### src/rtl/core/base32_stream_encoder_assert.svh
// ----------------------------------------------------------------------------
// base32 stream encoder assertion macros
// Clocked assertion helpers; define NO_ASSERTIONS to compile them away.
// ----------------------------------------------------------------------------
`ifndef BASE32_STREAM_ENCODER_ASSERT_SVH
`define BASE32_STREAM_ENCODER_ASSERT_SVH

`ifndef NO_ASSERTIONS
// property checked on every rising clock edge outside reset
`define B32E_ASSERT(label, prop, msg) \
  label: assert property (@(posedge clk_i) disable iff (!rst_ni) (prop)) else $error(msg);
// implication checked on every rising clock edge outside reset
`define B32E_ASSERT_IMP(label, ante, cons, msg) \
  label: assert property (@(posedge clk_i) disable iff (!rst_ni) (ante) |=> (cons)) \
    else $error(msg);
`else
`define B32E_ASSERT(label, prop, msg)
`define B32E_ASSERT_IMP(label, ante, cons, msg)
`endif

`endif

### src/rtl/core/b32e_pkg.sv
// ----------------------------------------------------------------------------
// b32e_pkg
// Types, constants and helper functions of the base32 stream encoder.
// ----------------------------------------------------------------------------
`default_nettype none

package b32e_pkg;

  localparam int unsigned NumSlots = 8;
  localparam logic [7:0]  PadChar  = 8'h3D;
  localparam logic [2:0]  LastPhase = 3'd4;

  typedef logic [4:0] sym_t;
  typedef logic [7:0] char_t;

  // characters produced by one input beat, slot 0 goes out first
  typedef struct packed {
    logic [NumSlots-1:0][7:0] chars;
    logic [3:0]               count;
    logic                     last;
  } group_t;

  // bits carried into a phase
  function automatic logic [2:0] held_bits(input logic [2:0] phase);
    logic [2:0] res;
    case (phase)
      3'd1:    res = 3'd3;
      3'd2:    res = 3'd1;
      3'd3:    res = 3'd4;
      3'd4:    res = 3'd2;
      default: res = 3'd0;
    endcase
    return res;
  endfunction

  // characters already sent in the group before a phase
  function automatic logic [3:0] chars_before(input logic [2:0] phase);
    logic [3:0] res;
    case (phase)
      3'd1:    res = 4'd1;
      3'd2:    res = 4'd3;
      3'd3:    res = 4'd4;
      3'd4:    res = 4'd6;
      default: res = 4'd0;
    endcase
    return res;
  endfunction

  function automatic logic [3:0] low_mask(input logic [2:0] nbits);
    logic [4:0] full;
    full = (5'd1 << nbits) - 5'd1;
    return full[3:0];
  endfunction

  // a-z then 2-7
  function automatic char_t alpha_char(input sym_t sym);
    char_t res;
    if (sym < 5'd26) begin
      res = 8'h61 + {3'b000, sym};
    end else begin
      res = 8'h32 + {3'b000, sym - 5'd26};
    end
    return res;
  endfunction

endpackage

`default_nettype wire

### src/rtl/core/b32e_if.sv
// ----------------------------------------------------------------------------
// b32e_in_if / b32e_out_if
// Valid/ready channels carrying message bytes in and characters out.
// ----------------------------------------------------------------------------
`default_nettype none

interface b32e_in_if;
  logic       valid;
  logic       ready;
  logic [7:0] data_byte;
  logic       final_byte;

  modport source (output valid, output data_byte, output final_byte, input ready);
  modport sink   (input valid, input data_byte, input final_byte, output ready);
endinterface

interface b32e_out_if;
  logic       valid;
  logic       ready;
  logic [7:0] out_char;
  logic       final_char;

  modport source (output valid, output out_char, output final_char, input ready);
  modport sink   (input valid, input out_char, input final_char, output ready);
endinterface

`default_nettype wire

### src/rtl/core/b32e_symbolizer.sv
// ----------------------------------------------------------------------------
// b32e_symbolizer
// Turns one byte plus carried bits into its characters, padding on the final.
// ----------------------------------------------------------------------------
`default_nettype none

module b32e_symbolizer (
  input  logic [7:0]       data_byte_i,
  input  logic             final_byte_i,
  input  logic [2:0]       phase_i,
  input  logic [3:0]       leftover_i,
  output b32e_pkg::group_t group_o,
  output logic [2:0]       phase_o,
  output logic [3:0]       leftover_o
);
  import b32e_pkg::*;

  logic [2:0]  phase;
  logic [2:0]  nheld;
  logic [11:0] acc;
  logic [3:0]  nbits;
  logic        two;
  logic [3:0]  nchars;
  logic [2:0]  rem;
  logic [3:0]  acc_low;
  logic [8:0]  tail_w;
  sym_t        sym0;
  sym_t        sym1;
  sym_t        tail;

  always_comb begin
    phase   = (phase_i > LastPhase) ? 3'd0 : phase_i;
    nheld   = held_bits(phase);
    acc     = {leftover_i & low_mask(nheld), data_byte_i};
    nbits   = 4'd8 + {1'b0, nheld};
    two     = (nbits >= 4'd10);
    nchars  = two ? 4'd2 : 4'd1;
    sym0    = 5'(acc >> (nbits - 4'd5));
    sym1    = two ? 5'(acc >> (nbits - 4'd10)) : 5'd0;
    rem     = 3'(nbits - (two ? 4'd10 : 4'd5));
    acc_low = acc[3:0] & low_mask(rem);
    // leftover bits padded on the right with zeros
    tail_w  = {5'd0, acc_low} << (3'd5 - rem);
    tail    = tail_w[4:0];

    for (int i = 0; i < NumSlots; i++) begin
      if (i == 0) begin
        group_o.chars[i] = alpha_char(sym0);
      end else if (i == 1 && two) begin
        group_o.chars[i] = alpha_char(sym1);
      end else if (4'(i) == nchars && rem != 3'd0) begin
        group_o.chars[i] = alpha_char(tail);
      end else begin
        group_o.chars[i] = PadChar;
      end
    end

    group_o.count = final_byte_i ? 4'(NumSlots) - chars_before(phase) : nchars;
    group_o.last  = final_byte_i;

    if (final_byte_i || phase == LastPhase) begin
      phase_o = 3'd0;
    end else begin
      phase_o = phase + 3'd1;
    end
    leftover_o = final_byte_i ? 4'd0 : acc_low;
  end

endmodule

`default_nettype wire

### src/rtl/core/base32_stream_encoder.sv
// ----------------------------------------------------------------------------
// base32_stream_encoder
// Streaming base32 encoder, lowercase alphabet, one character per beat.
// ----------------------------------------------------------------------------
// Usage:
//   in_i carries one message byte per beat with final_byte set on the last
//   byte of the message. out_o carries one ASCII character per beat, most
//   significant bits first, with final_char set on the last character.
//   Each byte is turned into its characters in the accept cycle and parked in
//   a character buffer, which drains through a registered output stage.
//   An accepted byte reaches out_o through the character buffer and then
//   the registered output stage.
//   Throughput: a plain byte yields one or two characters and the final
//   byte of a group with padding up to eight; the output port drains one
//   character per cycle while out_o.ready is high and sets the pace.
//   The next byte is taken in the cycle the buffer hands over its last
//   character, so the buffer never idles while bytes wait.
//   Reset clears group position, carried bits, buffer and output valid.
//   A stalled receiver holds the output beat; the buffer then fills and
//   in_i.ready drops until characters move again. Nothing is dropped.
// ----------------------------------------------------------------------------
`default_nettype none

module base32_stream_encoder (
  input  logic       clk_i,
  input  logic       rst_ni,
  b32e_in_if.sink    in_i,
  b32e_out_if.source out_o
);
  import b32e_pkg::*;

`include "base32_stream_encoder_assert.svh"

  logic [2:0]  phase_q, phase_d, phase_nx;
  logic [3:0]  leftover_q, leftover_d, leftover_nx;
  group_t      group;
  logic [NumSlots-1:0][7:0] buf_chars_q, buf_chars_d;
  logic [3:0]  buf_cnt_q, buf_cnt_d;
  logic        buf_last_q, buf_last_d;
  logic        out_valid_q, out_valid_d;
  char_t       out_char_q, out_char_d;
  logic        out_final_q, out_final_d;
  logic        out_load;
  logic        in_ready;
  logic        in_fire;
  logic        final_fire;

  b32e_symbolizer u_symbolizer (
    .data_byte_i  (in_i.data_byte),
    .final_byte_i (in_i.final_byte),
    .phase_i      (phase_q),
    .leftover_i   (leftover_q),
    .group_o      (group),
    .phase_o      (phase_nx),
    .leftover_o   (leftover_nx)
  );

  assign out_load   = (buf_cnt_q != 4'd0) && (!out_valid_q || out_o.ready);
  assign in_ready   = (buf_cnt_q == 4'd0) || (buf_cnt_q == 4'd1 && out_load);
  assign in_fire    = in_i.valid && in_ready;
  assign final_fire = in_fire && in_i.final_byte;

  always_comb begin
    phase_d     = phase_q;
    leftover_d  = leftover_q;
    buf_chars_d = buf_chars_q;
    buf_cnt_d   = buf_cnt_q;
    buf_last_d  = buf_last_q;
    out_valid_d = out_valid_q;
    out_char_d  = out_char_q;
    out_final_d = out_final_q;

    if (in_fire) begin
      phase_d     = phase_nx;
      leftover_d  = leftover_nx;
      buf_chars_d = group.chars;
      buf_cnt_d   = group.count;
      buf_last_d  = group.last;
    end else if (out_load) begin
      // shift the next character into slot 0
      buf_chars_d = {8'h00, buf_chars_q[NumSlots-1:1]};
      buf_cnt_d   = buf_cnt_q - 4'd1;
    end

    if (out_load) begin
      out_valid_d = 1'b1;
      out_char_d  = buf_chars_q[0];
      out_final_d = buf_last_q && (buf_cnt_q == 4'd1);
    end else if (out_o.ready) begin
      out_valid_d = 1'b0;
    end
  end

  always_ff @(posedge clk_i or negedge rst_ni) begin
    if (!rst_ni) begin
      phase_q     <= 3'd0;
      leftover_q  <= 4'd0;
      buf_cnt_q   <= 4'd0;
      buf_last_q  <= 1'b0;
      out_valid_q <= 1'b0;
    end else begin
      phase_q     <= phase_d;
      leftover_q  <= leftover_d;
      buf_cnt_q   <= buf_cnt_d;
      buf_last_q  <= buf_last_d;
      out_valid_q <= out_valid_d;
    end
  end

  always_ff @(posedge clk_i) begin
    buf_chars_q <= buf_chars_d;
    out_char_q  <= out_char_d;
    out_final_q <= out_final_d;
  end

  assign in_i.ready       = in_ready;
  assign out_o.valid      = out_valid_q;
  assign out_o.out_char   = out_char_q;
  assign out_o.final_char = out_final_q;

  `B32E_ASSERT(a_phase_range, phase_q <= LastPhase, "group phase out of range")
  `B32E_ASSERT(a_no_carry_at_start, phase_q != 3'd0 || leftover_q == 4'd0, "stray carry")
  `B32E_ASSERT_IMP(a_final_resets, final_fire, {phase_q, leftover_q} == 7'd0, "state kept")
  `B32E_ASSERT_IMP(a_final_flagged, out_load && out_final_d, out_final_q, "final not flagged")

endmodule

`default_nettype wire

### src/flat_wrapper.sv
// flat-port wrapper written by rule: the top's interface ports become plain ports
module base32_stream_encoder_flat import b32e_pkg::*;
  (clk_i, rst_ni, in_i_valid, in_i_data_byte, in_i_final_byte, in_i_ready, out_o_valid, out_o_out_char, out_o_final_char, out_o_ready);
  b32e_in_if in_i_i ();
  b32e_out_if out_o_i ();
  input  logic clk_i;
  input  logic rst_ni;
  input wire logic [$bits(in_i_i.valid)-1:0] in_i_valid;
  input wire logic [$bits(in_i_i.data_byte)-1:0] in_i_data_byte;
  input wire logic [$bits(in_i_i.final_byte)-1:0] in_i_final_byte;
  output wire logic [$bits(in_i_i.ready)-1:0] in_i_ready;
  output wire logic [$bits(out_o_i.valid)-1:0] out_o_valid;
  output wire logic [$bits(out_o_i.out_char)-1:0] out_o_out_char;
  output wire logic [$bits(out_o_i.final_char)-1:0] out_o_final_char;
  input wire logic [$bits(out_o_i.ready)-1:0] out_o_ready;
  assign in_i_i.valid = in_i_valid;
  assign in_i_i.data_byte = in_i_data_byte;
  assign in_i_i.final_byte = in_i_final_byte;
  assign in_i_ready = in_i_i.ready;
  assign out_o_valid = out_o_i.valid;
  assign out_o_out_char = out_o_i.out_char;
  assign out_o_final_char = out_o_i.final_char;
  assign out_o_i.ready = out_o_ready;
  base32_stream_encoder u_core (.clk_i(clk_i), .rst_ni(rst_ni), .in_i(in_i_i), .out_o(out_o_i));
endmodule
### config.mk
export PLATFORM = sky130hd
export DESIGN_NAME = base32_stream_encoder_flat
export DESIGN_NICKNAME = d
export VERILOG_FILES = /design/src/rtl/core/b32e_pkg.sv /design/src/rtl/core/b32e_if.sv /design/src/rtl/core/b32e_symbolizer.sv /design/src/rtl/core/base32_stream_encoder.sv /design/src/flat_wrapper.sv
export VERILOG_INCLUDE_DIRS = /design/src /design/src/rtl/core
export SDC_FILE = /design/constraint.sdc
export NUM_CORES = 1
export LEC_CHECK = 0
export BUFFER_PORTS_ARGS = -buffer_cell sky130_fd_sc_hd__buf_2
export CAP_MARGIN = 20
export CORE_MARGIN = 2
export CORE_UTILIZATION = 46
export CTS_BUF_LIST = sky130_fd_sc_hd__clkbuf_16
export DETAILED_ROUTE_END_ITERATION = 10
export GPL_TIMING_DRIVEN = 0
export PLACE_DENSITY = 0.65
export RECOVER_POWER = 50
export SYNTH_ARGS = -nofsm -noshare
export SYNTH_HDL_FRONTEND = slang
export SYNTH_SLANG_ARGS = --single-unit
### constraint.sdc
create_clock -name clk_i -period 4.6 [get_ports clk_i]
set_input_delay 0.69 -clock clk_i [delete_from_list [all_inputs] [get_ports clk_i]]
set_output_delay 0.69 -clock clk_i [all_outputs]
set_load 0.005 [all_outputs]
# Word-level counts from Yosys, hierarchy flattened
# Index checks and enable logic that the tools add are counted.
dict set report word_totals {
  reg_bits 86
  inputBits 13
  output_inout_bits 11
  wordCells 104
}
dict set report op_classes {
  addsub 19
  magnitude_cmp 5
  n_eq_ne 12
  n_shift 5
  muxes 26
  n_bitwise 2
  reduce_logical 20
}
# operator n
set op_table {}
lappend op_table {{64-bit 2-to-1 mux} 2}
lappend op_table {{8-bit 2-to-1 mux} 11}
lappend op_table {{7-bit by 5-bit adder with 8-bit output (first input constant)} 3}
lappend op_table {{3-bit one-hot mux with 4 select lines} 2}
lappend op_table {{12-bit by 4-bit right shift with 5-bit output} 2}
lappend op_table {{6-bit by 5-bit adder with 7-bit output (first input constant)} 3}
lappend op_table {{4-bit 2-to-1 mux} 4}
lappend op_table {{5-bit < comparator (second input constant)} 3}
lappend op_table {{5-bit subtractor (second input constant)} 3}
lappend op_table {{3-bit by 2-bit equality test with 1-bit output (first input constant)} 4}
lappend op_table {{4-bit by 1-bit subtractor with 4-bit output (second input constant)} 3}
lappend op_table {{1-bit logical AND} 11}
lappend op_table {{3-bit 2-to-1 mux} 3}
lappend op_table {{4-bit AND} 2}
lappend op_table {{1-bit by 3-bit << shifter with 4-bit output (first input constant)} 2}
lappend op_table {{3-bit by 2-bit equality test with 1-bit output (second input constant)} 2}
lappend op_table {{5-bit 2-to-1 mux} 1}
lappend op_table {{4-bit by 3-bit << shifter with 5-bit output} 1}
lappend op_table {{4-bit by 3-bit adder with 4-bit output (first input constant)} 1}
lappend op_table {{2-bit equality test (first input constant)} 2}
lappend op_table {{4-bit by 1-bit equality test with 1-bit output (second input constant)} 1}
lappend op_table {{4-bit greater-or-equal comparator (second input constant)} 1}
lappend op_table {{4-bit logical NOT} 1}
lappend op_table {{2-bit nonzero test} 2}
lappend op_table {{16 further kinds} 19}

# Longest topological paths before layout
dict set report logic_depth {
  depth_word 18
  depth_mapped 22
  ltp_nobuf 19
}

# Modules after synthesis
# A second synthesis with hierarchy kept.
dict set report unflattened {
  cells_unflattened 565
  hier_area_um2 6466.2
}
# module n_inst cells_per_inst area_per_inst_um2 seq_area_each_um2
set modules_own_cells {}
lappend modules_own_cells {base32_stream_encoder 1 192 3698.5 2517.4}
lappend modules_own_cells {b32e_symbolizer 1 373 2767.7 0.0}

# Least setup slack after synthesis
# OpenSTA, ideal clock, no wires.
dict set report synth_timing {
  path_type {register to register}
  from {register u_core.phase_q[0]}
  to {register u_core.buf_chars_q[9] (netlist bit) (data pin)}
  setup_time_ns 0.265
  arrival_time_ns 4.546
  required_ns 4.335
  slack_ns -0.211
  path_stages_with_launch 22
  n_path_buf 4
  synth_period_minus_slack_ns 4.811
  cell_sequence {dfrtp_1 nor3b_4 inv_2 buf_2 buf_1 ha_1 buf_2 inv_1 ha_1 ha_1 inv_1 ha_1 clkbuf_1 mux2i_1 o22a_1 nor2_1 inv_1 ha_1 nor3_1 mux2_2 a31oi_1 o21ai_1}
}
# item line
set synth_rtl {}
lappend synth_rtl {{start, declared} base32_stream_encoder.sv:34} ;# logic [2:0] phase_q, phase_d, phase_nx;
lappend synth_rtl {{start signal, assigned} base32_stream_encoder.sv:102} ;# phase_q <= phase_d;
lappend synth_rtl {{end signal, assigned} base32_stream_encoder.sv:111} ;# buf_chars_q <= buf_chars_d;
lappend synth_rtl {{end, declared} base32_stream_encoder.sv:37} ;# logic [NumSlots-1:0][7:0] buf_chars_q, buf_chars_d;

==> impl_metrics.json <==
{
  "outcome": "finished, final reports clean",
  "hp-start": "u_core.buf_chars_q[0]",
  "ys.flop_type": "edfxtp_1",
  "grt.total_usage": 0.233,
  "clk_pin_slew_worst_paths_ps": 70,
  "use_met3": 0.0348,
  "vias": 3809,
  "setup_viol": 0,
  "period_needed_ps": 4460,
  "die_w_um": 98.5,
  "fillers": 811,
  "ys_types": 73,
  "timing.rr.end": "u_core.buf_chars_q[1]",
  "start_util": 0.474,
  "grt_setup_unrepaired": "true",
  "synth_cells": 461,
  "synth_area_leaders": "edfxtp_1, ha_1, dfrtp_1",
  "rows": 34,
  "cp.required_ps": 4750,
  "wirelength_um": 11700,
  "dieArea_um2": 9710,
  "yosys.area.top_type": "edfxtp_1",
  "syn_avg_cell_area_um2": 8.92,
  "drive_gt1_frac": 0.188,
  "path_class": "register to register",
  "synth_edf_count": 38,
  "cts_buffer_depth": 2,
  "via_per_inst": 6.22,
  "fin_crit_sh": 0.969,
  "async_flop_share": 0.255,
  "first_pass_iters": 5,
  "synthesis.area_um2": 4110,
  "dp_hpwl_um": 8300,
  "synth_top_cells_by_count": "nand2_1, nor2_1, edfxtp_1",
  "ant_nets": 0,
  "grt_pass1_wl_um": 18200,
  "antenna_found_initial": 0,
  "hold_viol_final": 0,
  "grt_pass1_vias": 3533,
  "grt_remaining_overflow": 0,
  "synth_top_area_share": 0.278,
  "route.detailed.drc": 0,
  "whs_endpoint": "u_core.out_o.out_char[0]",
  "clkSinkCount": 51,
  "r2r-start": "u_core.phase_q[2]",
  "fmax_mhz": 224,
  "use_met1": 0.318,
  "worst_setup_path_end_kind": "register",
  "portBuffers": 21,
  "tightest_slew_ps": 755,
  "synth_seq_cells": 51,
  "syn_nets": 501,
  "cts_max_level": 2,
  "grt_max_degree": 22,
  "cts_made_buffers": 5,
  "hold_depth": 0,
  "clkLatencyLatePin_ps": 290,
  "wire_per_inst_um": 19.0,
  "report.final.slew_viol_count": 0,
  "pin_count": 24,
  "clock_skew_ps": 4.40,
  "reg2reg_depth": 18,
  "post-synth-top-count-cell": "nand2_1",
  "hold_class": "register to register",
  "root_buffer": "clkbuf_16",
  "fin_nets": 543,
  "synth-seq-area-share": 0.357,
  "area_growth_syn_to_layout_pct": 18.9,
  "core_area_um2": 8680,
  "gr-usage-met2": 0.397,
  "cp_max_fo": 10,
  "yosysWarnings": 0,
  "die-height_um": 98.5,
  "globalplace.congestion": 0.910,
  "worst_setup_path_start_kind": "register",
  "cts_tree": "built",
  "r2r_setup_slack_ps": 140,
  "setup_tns_ps": 0,
  "gr-max-usage-layer": "met2",
  "dr.first_iter.drc_count": 282,
  "antenna_cells": 0,
  "relSlewSlack": 0.489,
  "cp_data_arrival_time_ps": 4610,
  "max-cap-violations": 0
}
## worst max path at each step
| stage | slack [ps] | depth (start not counted) | end | startpoint |
|---|---|---|---|---|
| 2_1_floorplan | 8 | 21 | u_core.buf_chars_q[9] | u_core.phase_q[1] |
| 3_3_place_gp | -780 | 19 | u_core.buf_chars_q[1] | u_core.phase_q[0] |
| 3_5_place_dp | -810 | 21 | u_core.buf_chars_q[9] | u_core.phase_q[1] |
| 4_1_cts | 1 | 20 | u_core.buf_chars_q[9] | u_core.phase_q[0] |
| 5_1_grt | -20 | 20 | u_core.buf_chars_q[1] | u_core.phase_q[0] |
| 6_report | 140 | 18 | u_core.buf_chars_q[1] | u_core.phase_q[2] |
## cells by family after synthesis
group	Yosys count	synth area share
flops	51	0.357
other cells	1	0.000912
fa+ha+maj	27	0.0822
buf+inv	61	0.0587
mux	17	0.0542
simple gates	163	0.202
xor+xnor	13	0.0277
compound gates	128	0.218
## placed cells by master (no fill, tap or decap), types with 13 or more instances in the layout
| master | netlist | final |
|---|---|---|
| nand2_1 | 44 | 44 |
| edfxtp_1 | 38 | 38 |
| nor2_1 | 40 | 36 |
| inv_1 | 28 | 26 |
| a21oi_1 | 24 | 24 |
| ha_1 | 27 | 22 |
| clkbuf_1 | 24 | 20 |
| buf_4 | 0 | 19 |
| o21ai_0 | 20 | 19 |
| nand3_1 | 17 | 17 |
| buf_2 | 4 | 15 |
| nand2b_1 | 13 | 13 |
## registers in the layout, indices dropped and copies added, names as in the netlist
signal                   cells
u_core.out_o.final_char      1
u_core.leftover_q            4
u_core.out_o.out_char        8
u_core.buf_cnt_q             4
u_core.buf_last_q            1
u_core.out_o.valid           1
u_core.phase_q               3
u_core.buf_chars_q          29
## routing by layer
layer	vias up	wire length [um]
li1	1796	-
met5	-	0
met3	20	861
met4	0	175
met2	181	5650
met1	1812	4960
## through the flow
stage / hold slack, ps / utilization / worst slack [ps] / std cells / area [um^2]
finish: 421 / 0.563 / 142 / 612 / 4890
global route: 432 / 0.563 / -23.1 / 612 / 4890
CTS: 301 / 0.540 / 0.989 / 603 / 4680
detailed placement: 406 / 0.506 / -812 / 591 / 4390
global placement: 401 / 0.502 / -780 / 590 / 4360
floorplan: 394 / - / 8.08 / 461 / 4120
## layout make-up
class,count,area (um^2),share of cell area
well taps,108,135,0.0276
inverters,31,125,0.0256
plain buffers,27,145,0.0297
flip-flops and latches,51,1470,0.300
multi-input cells,349,2580,0.528
clock buffers,5,125,0.0256
repair buffers,38,244,0.0499
clock inverters,3,63.8,0.0131
## timing repair
action / CTS / global route
cloned: 0 / 0
gates resized for setup: 25 / 41
setup endpoints to repair: 23 / 20
hold buffers: 0 / 0
setup buffers: 4 / 12
endpoints found under the hold margin: 0 / 0
pin swaps: 4 / 5
## critical path, cell delays in order (launching register included)
cell,delay (ps)
dfrtp_1,420
nor3b_4,190
inv_2,90
buf_4,190
buf_4,200
ha_1,260
clkbuf_4,250
inv_4,70
ha_4,190
nor2b_1,420
nand3_1,190
a311oi_2,330
a21oi_1,120
nor2_2,190
inv_1,60
ha_1,200
a211o_1,350
or4b_1,480
nand3_1,100
Power is not shown: default switching activity piles up to over one toggle a cycle in this logic, so the estimate is an artifact.
